File: src/rtl/pdpm_pkg.sv
// shared widths, constants and codes of the pwm duty and period meter
package pdpm_pkg;

  localparam int PPW_W     = 10;
  localparam int SP_W      = 24;
  localparam int EDGE_W    = 11;
  localparam int OUT_CNT_W = 32;
  localparam int PERIOD_W  = 48;
  localparam int FREQ_W    = 40;
  localparam int DUTY_W    = 14;

  localparam logic [PPW_W-1:0]  PPW_RESET     = 10'd100;
  localparam logic [SP_W-1:0]   SP_RESET      = 24'd1282050;
  localparam logic [EDGE_W-1:0] EDGE_MAX      = 11'd2047;
  localparam logic [FREQ_W-1:0] PS_PER_SECOND = 40'd1000000000000;
  localparam logic [SP_W-1:0]   DUTY_SCALE    = 24'd10000;
  localparam logic [DUTY_W-1:0] DUTY_FULL     = 14'd10000;

  localparam int QUEUE_DEPTH = 2;

  typedef enum logic {
    CFG_PPW       = 1'b0,
    CFG_SAMPLE_PS = 1'b1
  } cfg_index_e;

endpackage

File: src/rtl/pwm_duty_period_meter.sv
// Each window record leaves the queue for the shared shift-add and divide: multiply and divide
//   for the period, divide for the frequency, multiply and divide for the duty, then registered.
// Throughput: one pin sample per cycle; the front stalls only while two closed windows wait.
// The single back-end divider takes one window record at a time, up to its registered result.
// Reset: asynchronous, clears counters, edge state, queue and output; registers to defaults.
module pwm_duty_period_meter #(
  parameter int COUNT_WIDTH = 32
) (
  input  logic                            clk_i,
  input  logic                            rst_ni,
  input  logic                            cfg_we_i,
  input  pdpm_pkg::cfg_index_e            cfg_index_i,
  input  logic [pdpm_pkg::SP_W-1:0]       cfg_data_i,
  input  logic                            in_valid_i,
  output logic                            in_stall_o,
  input  logic                            pin_level_i,
  output logic                            out_valid_o,
  input  logic                            out_stall_i,
  output logic [pdpm_pkg::OUT_CNT_W-1:0]  high_samples_o,
  output logic [pdpm_pkg::OUT_CNT_W-1:0]  low_samples_o,
  output logic [pdpm_pkg::PERIOD_W-1:0]   period_ps_o,
  output logic [pdpm_pkg::FREQ_W-1:0]     frequency_hz_o,
  output logic [pdpm_pkg::DUTY_W-1:0]     duty_centipercent_o,
  output logic                            count_saturated_o
);
  import pdpm_pkg::*;

  localparam int REC_W = 2 * COUNT_WIDTH + 1 + PPW_W + SP_W;

  logic [PPW_W-1:0]       ppw_q;
  logic [SP_W-1:0]        sample_ps_q;

  logic                   push, q_full, q_valid, q_pop;
  logic [COUNT_WIDTH-1:0] f_high, f_low, b_high, b_low;
  logic                   f_sat, b_sat;
  logic [PPW_W-1:0]       f_ppw, b_ppw;
  logic [SP_W-1:0]        f_sp, b_sp;
  logic [REC_W-1:0]       q_din, q_dout;

  always_ff @(posedge clk_i or negedge rst_ni) begin
    if (!rst_ni) begin
      ppw_q       <= PPW_RESET;
      sample_ps_q <= SP_RESET;
    end else if (cfg_we_i) begin
      unique case (cfg_index_i)
        CFG_PPW:       ppw_q       <= cfg_data_i[PPW_W-1:0];
        CFG_SAMPLE_PS: sample_ps_q <= cfg_data_i;
      endcase
    end
  end

  pdpm_front #(.COUNT_WIDTH(COUNT_WIDTH)) u_front (
    .clk_i           (clk_i),
    .rst_ni          (rst_ni),
    .in_valid_i      (in_valid_i),
    .pin_level_i     (pin_level_i),
    .in_stall_o      (in_stall_o),
    .ppw_i           (ppw_q),
    .sample_ps_i     (sample_ps_q),
    .q_full_i        (q_full),
    .push_o          (push),
    .rec_high_o      (f_high),
    .rec_low_o       (f_low),
    .rec_sat_o       (f_sat),
    .rec_ppw_o       (f_ppw),
    .rec_sample_ps_o (f_sp)
  );

  assign q_din = {f_high, f_low, f_sat, f_ppw, f_sp};

  pdpm_queue #(.WIDTH(REC_W)) u_queue (
    .clk_i   (clk_i),
    .rst_ni  (rst_ni),
    .push_i  (push),
    .data_i  (q_din),
    .full_o  (q_full),
    .pop_i   (q_pop),
    .valid_o (q_valid),
    .data_o  (q_dout)
  );

  assign {b_high, b_low, b_sat, b_ppw, b_sp} = q_dout;

  pdpm_back #(.COUNT_WIDTH(COUNT_WIDTH)) u_back (
    .clk_i               (clk_i),
    .rst_ni              (rst_ni),
    .q_valid_i           (q_valid),
    .q_pop_o             (q_pop),
    .rec_high_i          (b_high),
    .rec_low_i           (b_low),
    .rec_sat_i           (b_sat),
    .rec_ppw_i           (b_ppw),
    .rec_sample_ps_i     (b_sp),
    .out_valid_o         (out_valid_o),
    .out_stall_i         (out_stall_i),
    .high_samples_o      (high_samples_o),
    .low_samples_o       (low_samples_o),
    .period_ps_o         (period_ps_o),
    .frequency_hz_o      (frequency_hz_o),
    .duty_centipercent_o (duty_centipercent_o),
    .count_saturated_o   (count_saturated_o)
  );

endmodule

File: src/rtl/pdpm_front.sv
// front end: edge detection, sample counting and window close
module pdpm_front #(
  parameter int COUNT_WIDTH = 32
) (
  input  logic                          clk_i,
  input  logic                          rst_ni,
  input  logic                          in_valid_i,
  input  logic                          pin_level_i,
  output logic                          in_stall_o,
  input  logic [pdpm_pkg::PPW_W-1:0]    ppw_i,
  input  logic [pdpm_pkg::SP_W-1:0]     sample_ps_i,
  input  logic                          q_full_i,
  output logic                          push_o,
  output logic [COUNT_WIDTH-1:0]        rec_high_o,
  output logic [COUNT_WIDTH-1:0]        rec_low_o,
  output logic                          rec_sat_o,
  output logic [pdpm_pkg::PPW_W-1:0]    rec_ppw_o,
  output logic [pdpm_pkg::SP_W-1:0]     rec_sample_ps_o
);
  import pdpm_pkg::*;

  logic                   ref_q, ref_d;
  logic                   started_q, started_d;
  logic                   watch_q, watch_d;
  logic [EDGE_W-1:0]      edge_cnt_q, edge_cnt_d;
  logic [COUNT_WIDTH-1:0] high_q, high_d;
  logic [COUNT_WIDTH-1:0] low_q, low_d;
  logic                   sat_q, sat_d;

  logic                   accept;
  logic                   edge_hit;
  logic                   win_end;
  logic                   tally;
  logic [PPW_W-1:0]       ppw_eff;
  logic [EDGE_W-1:0]      edge_limit;
  logic [EDGE_W-1:0]      edge_inc;

  assign in_stall_o = q_full_i;
  assign accept     = in_valid_i & ~q_full_i;

  // a zero window length behaves as one period
  assign ppw_eff    = (ppw_i == '0) ? PPW_W'(1) : ppw_i;
  assign edge_limit = {ppw_eff, 1'b0};
  assign edge_hit   = (pin_level_i == watch_q);
  assign edge_inc   = (edge_hit && edge_cnt_q != EDGE_MAX) ? edge_cnt_q + 1'b1 : edge_cnt_q;
  assign win_end    = accept & ref_q & started_q & (edge_inc >= edge_limit);

  assign push_o          = win_end;
  assign rec_high_o      = high_q;
  assign rec_low_o       = low_q;
  assign rec_sat_o       = sat_q;
  assign rec_ppw_o       = ppw_eff;
  assign rec_sample_ps_o = sample_ps_i;

  always_comb begin
    ref_d      = ref_q;
    started_d  = started_q;
    watch_d    = watch_q;
    edge_cnt_d = edge_cnt_q;
    high_d     = high_q;
    low_d      = low_q;
    sat_d      = sat_q;
    tally      = 1'b0;
    if (accept) begin
      if (!ref_q) begin
        ref_d   = 1'b1;
        watch_d = pin_level_i;
      end else if (!started_q) begin
        if (pin_level_i != watch_q) begin
          started_d  = 1'b1;
          edge_cnt_d = '0;
          tally      = 1'b1;
        end
      end else begin
        watch_d    = watch_q ^ edge_hit;
        edge_cnt_d = edge_inc;
        tally      = 1'b1;
        // closing sample opens the next window
        if (win_end) begin
          edge_cnt_d = '0;
          high_d     = '0;
          low_d      = '0;
          sat_d      = 1'b0;
        end
      end
    end
    if (tally) begin
      if (pin_level_i) begin
        if (&high_d) sat_d = 1'b1;
        else         high_d = high_d + 1'b1;
      end else begin
        if (&low_d) sat_d = 1'b1;
        else        low_d = low_d + 1'b1;
      end
    end
  end

  always_ff @(posedge clk_i or negedge rst_ni) begin
    if (!rst_ni) begin
      ref_q      <= 1'b0;
      started_q  <= 1'b0;
      watch_q    <= 1'b0;
      edge_cnt_q <= '0;
      high_q     <= '0;
      low_q      <= '0;
      sat_q      <= 1'b0;
    end else begin
      ref_q      <= ref_d;
      started_q  <= started_d;
      watch_q    <= watch_d;
      edge_cnt_q <= edge_cnt_d;
      high_q     <= high_d;
      low_q      <= low_d;
      sat_q      <= sat_d;
    end
  end

  a_push_clears_edges: assert property (@(posedge clk_i) disable iff (!rst_ni)
    push_o |=> (edge_cnt_q == '0))
    else $error("edge count not cleared after window close");

  a_started_sticky: assert property (@(posedge clk_i) disable iff (!rst_ni)
    started_q |=> started_q)
    else $error("counting dropped out of started state");

endmodule

File: src/rtl/pdpm_queue.sv
// short queue of closed window records between front and back
module pdpm_queue #(
  parameter int WIDTH = 32
) (
  input  logic             clk_i,
  input  logic             rst_ni,
  input  logic             push_i,
  input  logic [WIDTH-1:0] data_i,
  output logic             full_o,
  input  logic             pop_i,
  output logic             valid_o,
  output logic [WIDTH-1:0] data_o
);
  import pdpm_pkg::*;

  localparam int PTR_W = $clog2(QUEUE_DEPTH);
  localparam int CNT_W = $clog2(QUEUE_DEPTH + 1);

  logic [WIDTH-1:0] mem_q [QUEUE_DEPTH];
  logic [PTR_W-1:0] wr_ptr_q, rd_ptr_q;
  logic [CNT_W-1:0] count_q;

  assign full_o  = (count_q == CNT_W'(QUEUE_DEPTH));
  assign valid_o = (count_q != '0);
  assign data_o  = mem_q[rd_ptr_q];

  always_ff @(posedge clk_i) begin
    if (push_i) mem_q[wr_ptr_q] <= data_i;
  end

  always_ff @(posedge clk_i or negedge rst_ni) begin
    if (!rst_ni) begin
      wr_ptr_q <= '0;
      rd_ptr_q <= '0;
      count_q  <= '0;
    end else begin
      if (push_i) wr_ptr_q <= wr_ptr_q + 1'b1;
      if (pop_i)  rd_ptr_q <= rd_ptr_q + 1'b1;
      unique case ({push_i, pop_i})
        2'b10:   count_q <= count_q + 1'b1;
        2'b01:   count_q <= count_q - 1'b1;
        default: count_q <= count_q;
      endcase
    end
  end

  a_count_bound: assert property (@(posedge clk_i) disable iff (!rst_ni)
    count_q <= CNT_W'(QUEUE_DEPTH))
    else $error("queue fill beyond depth");

endmodule

File: src/rtl/pdpm_back.sv
// back end: period, frequency and duty from one window record, shift-add and restoring divide
module pdpm_back #(
  parameter int COUNT_WIDTH = 32
) (
  input  logic                            clk_i,
  input  logic                            rst_ni,
  input  logic                            q_valid_i,
  output logic                            q_pop_o,
  input  logic [COUNT_WIDTH-1:0]          rec_high_i,
  input  logic [COUNT_WIDTH-1:0]          rec_low_i,
  input  logic                            rec_sat_i,
  input  logic [pdpm_pkg::PPW_W-1:0]      rec_ppw_i,
  input  logic [pdpm_pkg::SP_W-1:0]       rec_sample_ps_i,
  output logic                            out_valid_o,
  input  logic                            out_stall_i,
  output logic [pdpm_pkg::OUT_CNT_W-1:0]  high_samples_o,
  output logic [pdpm_pkg::OUT_CNT_W-1:0]  low_samples_o,
  output logic [pdpm_pkg::PERIOD_W-1:0]   period_ps_o,
  output logic [pdpm_pkg::FREQ_W-1:0]     frequency_hz_o,
  output logic [pdpm_pkg::DUTY_W-1:0]     duty_centipercent_o,
  output logic                            count_saturated_o
);
  import pdpm_pkg::*;

  localparam int CW     = COUNT_WIDTH;
  localparam int TOT_W  = CW + 1;
  localparam int PW     = (CW + SP_W + 1 > PERIOD_W + 1) ? CW + SP_W + 1 : PERIOD_W + 1;
  localparam int DW     = (TOT_W > PERIOD_W) ? TOT_W : PERIOD_W;
  localparam int STEP_W = $clog2(PW);

  typedef enum logic [1:0] {ST_IDLE, ST_MUL, ST_DIV, ST_DONE} state_e;
  typedef enum logic [1:0] {OP_PERIOD, OP_FREQ, OP_DUTY} op_e;

  state_e              state_q;
  op_e                 op_q;
  logic [STEP_W-1:0]   step_q;
  logic [PW-1:0]       acc_q;
  logic [PW-1:0]       mcand_q;
  logic [SP_W-1:0]     mplier_q;
  logic [DW-1:0]       rem_q;
  logic [DW-1:0]       div_q;
  logic [CW-1:0]       high_q, low_q;
  logic                sat_q;
  logic [PERIOD_W-1:0] period_q;
  logic [FREQ_W-1:0]   freq_q;
  logic [DUTY_W-1:0]   duty_q;

  logic                 out_valid_q;
  logic [OUT_CNT_W-1:0] out_high_q, out_low_q;
  logic [PERIOD_W-1:0]  out_period_q;
  logic [FREQ_W-1:0]    out_freq_q;
  logic [DUTY_W-1:0]    out_duty_q;
  logic                 out_sat_q;

  logic [TOT_W-1:0]    rec_total, cur_total;
  logic [PW-1:0]       mul_next;
  logic [DW:0]         rem_shift;
  logic                rem_ge;
  logic [DW-1:0]       rem_next;
  logic [PW-1:0]       quo_next;
  logic                div_zero;
  logic [PERIOD_W-1:0] period_val;
  logic                hi_over, lo_over;
  logic                out_taken, out_free;

  assign rec_total = TOT_W'(rec_high_i) + TOT_W'(rec_low_i);
  assign cur_total = TOT_W'(high_q) + TOT_W'(low_q);

  // multiplier bits taken msb first
  assign mul_next  = {acc_q[PW-2:0], 1'b0} + (mplier_q[SP_W-1] ? mcand_q : '0);

  assign rem_shift = {rem_q, acc_q[PW-1]};
  assign rem_ge    = (rem_shift >= {1'b0, div_q});
  assign rem_next  = rem_ge ? DW'(rem_shift - {1'b0, div_q}) : rem_shift[DW-1:0];
  assign quo_next  = {acc_q[PW-2:0], rem_ge};
  assign div_zero  = (div_q == '0);

  always_comb begin
    if (div_zero)                   period_val = '0;
    else if (|quo_next[PW-1:PERIOD_W]) period_val = '1;
    else                            period_val = quo_next[PERIOD_W-1:0];
  end

  assign hi_over   = ((64'(high_q) >> OUT_CNT_W) != 64'd0);
  assign lo_over   = ((64'(low_q) >> OUT_CNT_W) != 64'd0);
  assign out_taken = out_valid_q & ~out_stall_i;
  assign out_free  = ~out_valid_q | ~out_stall_i;
  assign q_pop_o   = (state_q == ST_IDLE) & q_valid_i;

  assign out_valid_o         = out_valid_q;
  assign high_samples_o      = out_high_q;
  assign low_samples_o       = out_low_q;
  assign period_ps_o         = out_period_q;
  assign frequency_hz_o      = out_freq_q;
  assign duty_centipercent_o = out_duty_q;
  assign count_saturated_o   = out_sat_q;

  always_ff @(posedge clk_i or negedge rst_ni) begin
    if (!rst_ni) begin
      state_q      <= ST_IDLE;
      op_q         <= OP_PERIOD;
      step_q       <= '0;
      acc_q        <= '0;
      mcand_q      <= '0;
      mplier_q     <= '0;
      rem_q        <= '0;
      div_q        <= '0;
      high_q       <= '0;
      low_q        <= '0;
      sat_q        <= 1'b0;
      period_q     <= '0;
      freq_q       <= '0;
      duty_q       <= '0;
      out_valid_q  <= 1'b0;
      out_high_q   <= '0;
      out_low_q    <= '0;
      out_period_q <= '0;
      out_freq_q   <= '0;
      out_duty_q   <= '0;
      out_sat_q    <= 1'b0;
    end else begin
      if (out_taken) out_valid_q <= 1'b0;
      unique case (state_q)
        ST_IDLE: begin
          if (q_valid_i) begin
            high_q   <= rec_high_i;
            low_q    <= rec_low_i;
            sat_q    <= rec_sat_i;
            mcand_q  <= PW'(rec_total);
            mplier_q <= rec_sample_ps_i;
            div_q    <= DW'(rec_ppw_i);
            acc_q    <= '0;
            step_q   <= '0;
            op_q     <= OP_PERIOD;
            state_q  <= ST_MUL;
          end
        end
        ST_MUL: begin
          acc_q    <= mul_next;
          mplier_q <= {mplier_q[SP_W-2:0], 1'b0};
          step_q   <= step_q + 1'b1;
          if (step_q == STEP_W'(SP_W - 1)) begin
            step_q  <= '0;
            rem_q   <= '0;
            state_q <= ST_DIV;
          end
        end
        ST_DIV: begin
          acc_q  <= quo_next;
          rem_q  <= rem_next;
          step_q <= step_q + 1'b1;
          if (step_q == STEP_W'(PW - 1)) begin
            step_q <= '0;
            rem_q  <= '0;
            unique case (op_q)
              OP_PERIOD: begin
                period_q <= period_val;
                acc_q    <= PW'(PS_PER_SECOND);
                div_q    <= DW'(period_val);
                op_q     <= OP_FREQ;
              end
              OP_FREQ: begin
                freq_q   <= div_zero ? '0 : quo_next[FREQ_W-1:0];
                acc_q    <= '0;
                mcand_q  <= PW'(high_q);
                mplier_q <= DUTY_SCALE;
                div_q    <= DW'(cur_total);
                op_q     <= OP_DUTY;
                state_q  <= ST_MUL;
              end
              OP_DUTY: begin
                duty_q  <= div_zero ? '0 : quo_next[DUTY_W-1:0];
                state_q <= ST_DONE;
              end
              default: state_q <= ST_IDLE;
            endcase
          end
        end
        ST_DONE: begin
          if (out_free) begin
            out_valid_q  <= 1'b1;
            out_high_q   <= hi_over ? '1 : OUT_CNT_W'(high_q);
            out_low_q    <= lo_over ? '1 : OUT_CNT_W'(low_q);
            out_period_q <= period_q;
            out_freq_q   <= freq_q;
            out_duty_q   <= duty_q;
            out_sat_q    <= sat_q | hi_over | lo_over;
            state_q      <= ST_IDLE;
          end
        end
      endcase
    end
  end

  a_duty_range: assert property (@(posedge clk_i) disable iff (!rst_ni)
    out_valid_o |-> (duty_centipercent_o <= DUTY_FULL))
    else $error("duty beyond full scale");

  a_result_from_done: assert property (@(posedge clk_i) disable iff (!rst_ni)
    $rose(out_valid_o) |-> ($past(state_q) == ST_DONE))
    else $error("result raised outside the done state");

endmodule

File: config.mk
export PLATFORM = sky130hd
export DESIGN_NAME = pwm_duty_period_meter
export DESIGN_NICKNAME = d
export VERILOG_FILES = /design/src/rtl/pdpm_pkg.sv /design/src/rtl/pwm_duty_period_meter.sv /design/src/rtl/pdpm_front.sv /design/src/rtl/pdpm_queue.sv /design/src/rtl/pdpm_back.sv
export SDC_FILE = /design/constraint.sdc
export NUM_CORES = 2
export LEC_CHECK = 0
export ABC_AREA = 0
export BUFFER_PORTS_ARGS = -buffer_cell sky130_fd_sc_hd__buf_4
export CAP_MARGIN = 10
export CORE_ASPECT_RATIO = 0.6
export CORE_MARGIN = 8
export CORE_UTILIZATION = 49
export DETAILED_ROUTE_END_ITERATION = 10
export PLACE_DENSITY = 0.66
export SETUP_SLACK_MARGIN = 0.4
export SYNTH_ARGS = -nofsm -noshare
export SYNTH_HDL_FRONTEND = slang
export SYNTH_SLANG_ARGS = --single-unit
File: constraint.sdc
create_clock -name clk_i -period 14.3 [get_ports clk_i]
set_input_delay 2.86 -clock clk_i [delete_from_list [all_inputs] [get_ports clk_i]]
set_output_delay 2.86 -clock clk_i [all_outputs]
set_load 0.005 [all_outputs]
==> results.ini <==
[detailed_routing]
routed_wire_length_per_instance_um=23.3
met3_wirelength_um=14600
vias_per_cell=5.99
detail_route.first_pass.iterations=6
top_signal_layer_used=met5
metal2_wl_um=48600
drt.antenna.violating_nets=0
drt-total-wl_um=130000
route.detailed.drc=0
first_iter_violations=3626
dr_total_vias=33300
m1WireLength_um=64000

[final_layout]
mostFrequentLayoutCells=672 x nand2_1, 662 x dfrtp_1, 350 x o21ai_0, 260 x mux2_2, 238 x buf_4
area_growth_syn_to_layout_pct=12.5
n_fill_cell=7638
drive_above_1_share_pct=15.5
most_common_library_cell_in_the_layout_ignoring_fill_and_taps=nand2_1
layout.nets=4534

[place]
gp_routability_congestion=0.977
post-dp-hpwl_um=94300
io_buffer_count=199

[sta]
grt_setup_unrepaired=false
report.final.setup_viol=0
hold_viol=0
clock.fmax_mhz=116
timing.clock.skew_ns=0.0349
final.setup.tns_ns=0
worst_slew_margin_rel_pct=9.81
min_period_over_period_pct=60.2
worstMarginPinSlew_ns=1.34
layout_min_cycle_time_ns=8.60
timing_max_transition_violations_final=0

[die]
std_cell_rows=84
die_w_um=402
core-area_mm2=0.0880
initial_utilization_pct=49.7
die-height_um=247
num_io_pins=200
design.die.area_mm2=0.0993

[power_and_ir_drop]
power_leakage_uw=0.0219
irDropWorstVdd_mv=0.161
power_per_cell_area_mw_per_mm2=202
power_uw=9910

[flow_run]
max_cap_violations=0

[yosys]
postSynthRegisterBits=870
yosys.cell_types.count=77
synthArstFlopShare_pct=77.2
yosysSeqAreaShare_pct=52.1
syn-num-nets=4438
post_syn_area_per_cell_um2=10.3
netlist_instances=4236
synthesis.yosys.warnings=0
synth_edf_count=198
synthFlopType=dfrtp_1
netlist_area_mm2=0.0437

[critical_path]
path_delay_family=simple AND/OR/NAND/NOR gates
endpoint_type_of_the_worst_setup_path=flip-flop
critical_path.most_common_cell=nand2_1
worst_path_max_delay_cell=nor2_1
data_required_critical_path_ns=14.89
timing.critical_path.slowest_cell_delay_ns=0.77
worst-endpoint-arrival_ns=9.20
critical_path.n_buffers_inverters=2
timing.setup.critical_path_class=input port to flip-flop
worst_path_maximum_fanout=67
critical_path_launch_point_type=input port

[hold_path]
worst_hold_path_type=flip-flop to flip-flop

[clock_tree]
cts_setup_buffers=0
htree_num_levels=3
clkSinkCount=870
cts_repair_resize_count=0
ctsHoldBuffers=0
clock_root_buffer_master=clkbuf_16
clock_tree_from_tritoncts=yes
worstSkewPairLatency_ns=0.69
cts.reportedPaths.clkPinSlew_ns=0.06
tritoncts.num_buffers=83
cts-root-to-sink-buffers=3

[global_route]
grt_antenna_before_repair=5
grt_max_degree=155
grtUsageTotal_pct=25.5
gr-total-overflow=0
grt_pass1_wl_um=197000
grt_pass1_vias=30700

[status]
status=completed

-- final cells by class --
type,count,area [um^2],share of cell area (%)
Sequential cell,870,22800,46.3
Multi-Input combinational cell,3029,19800,40.2
Clock buffer,108,2370,4.82
Timing Repair Buffer,241,1840,3.75
Tap cell,1161,1450,2.96
Clock inverter,46,548,1.12
Inverter,107,402,0.817
Antenna cell,1,2.50,0.00509
-- tightest hold or removal path, stage by stage, from the launching register on --
cell and delay [ns]:
dfrtp_1 0.34, nand2_1 0.05, nand2_1 0.04
-- cells in the mapped netlist, types with 67 or more instances --
library cell	number	area, um^2
a21o_1	77	578
a21oi_1	218	1090
clkbuf_1	196	736
dfrtp_1	663	16600
edfxtp_1	198	5950
ha_1	167	2090
inv_1	106	398
mux2_2	260	2930
mux2i_1	67	671
nand2_1	673	2530
nand3_1	111	556
nor2_1	226	848
o21ai_0	352	1760
xnor2_1	103	902
xor2_1	90	788
-- through the flow --
stage	instances	utilization [%]	instance area [um^2]	worst slack, ns	hold WS [ns]
after floorplan	4236	-	43700	4.28	0.433
after global placement	5408	52.6	46200	5.17	0.449
after detailed placement	5408	52.6	46200	5.14	0.459
after CTS	5562	55.9	49100	5.85	0.473
after global routing	5563	55.9	49100	5.23	0.487
final	5563	55.9	49100	5.70	0.466
-- power by group --
group | internal (uW) | switching [uW] | total [uW]
Combinational | 1540 | 2520 | 4060
Clock | 1360 | 1010 | 2380
Sequential | 2950 | 525 | 3480
-- cells by family (layout without fill, tap and decap cells) --
| group | after synthesis | count (layout) | share of synthesized area [%] |
|---|---|---|---|
| other cells | 0 | 1 | 0 |
| xor+xnor | 194 | 194 | 3.93 |
| simple gates | 1373 | 1373 | 14.3 |
| buf+inv | 337 | 502 | 2.96 |
| compound gates | 964 | 964 | 13.5 |
| flops | 870 | 870 | 52.1 |
| fa+ha+maj | 171 | 171 | 4.96 |
| mux | 327 | 327 | 8.23 |
-- per-layer routing --
layer	GRT usage, %	vias up
met5	0	-
met4	5.46	4
met3	8.96	153
met2	32.1	1398
met1	41.1	16500
li1	-	15300
-- worst paths after layout --
check / startpoint / cells after the start / end / slack [ns]
min reg2reg: u_back.freq_q[15] / 2 / u_back.freq_q[15] / 0.47
max reg2reg: u_front.edge_cnt_q[7] / 24 / u_front.rec_high_o[30] / 7.16
min: u_back.freq_q[15] / 2 / u_back.freq_q[15] / 0.47
max: pin_level_i / 25 / u_front.rec_high_o[30] / 5.70
min in group asynchronous: rst_ni / 1 / u_back.mplier_q[16] / 2.21
max in group asynchronous: rst_ni / 3 / u_back.period_ps_o[17] / 9.69
-- registers in the layout (all words and copies together), names as in the netlist, 33 cells and up --
register               flops
u_queue.mem_q            198
u_back.period_ps_o        48
u_back.mcand_q            33
u_back.period_q           48
u_back.freq_q             40
u_back.acc_q              57
u_back.frequency_hz_o     40
u_back.rem_q              48
u_back.div_q              48
No activity file was read; power rests on OpenSTA's default activity.
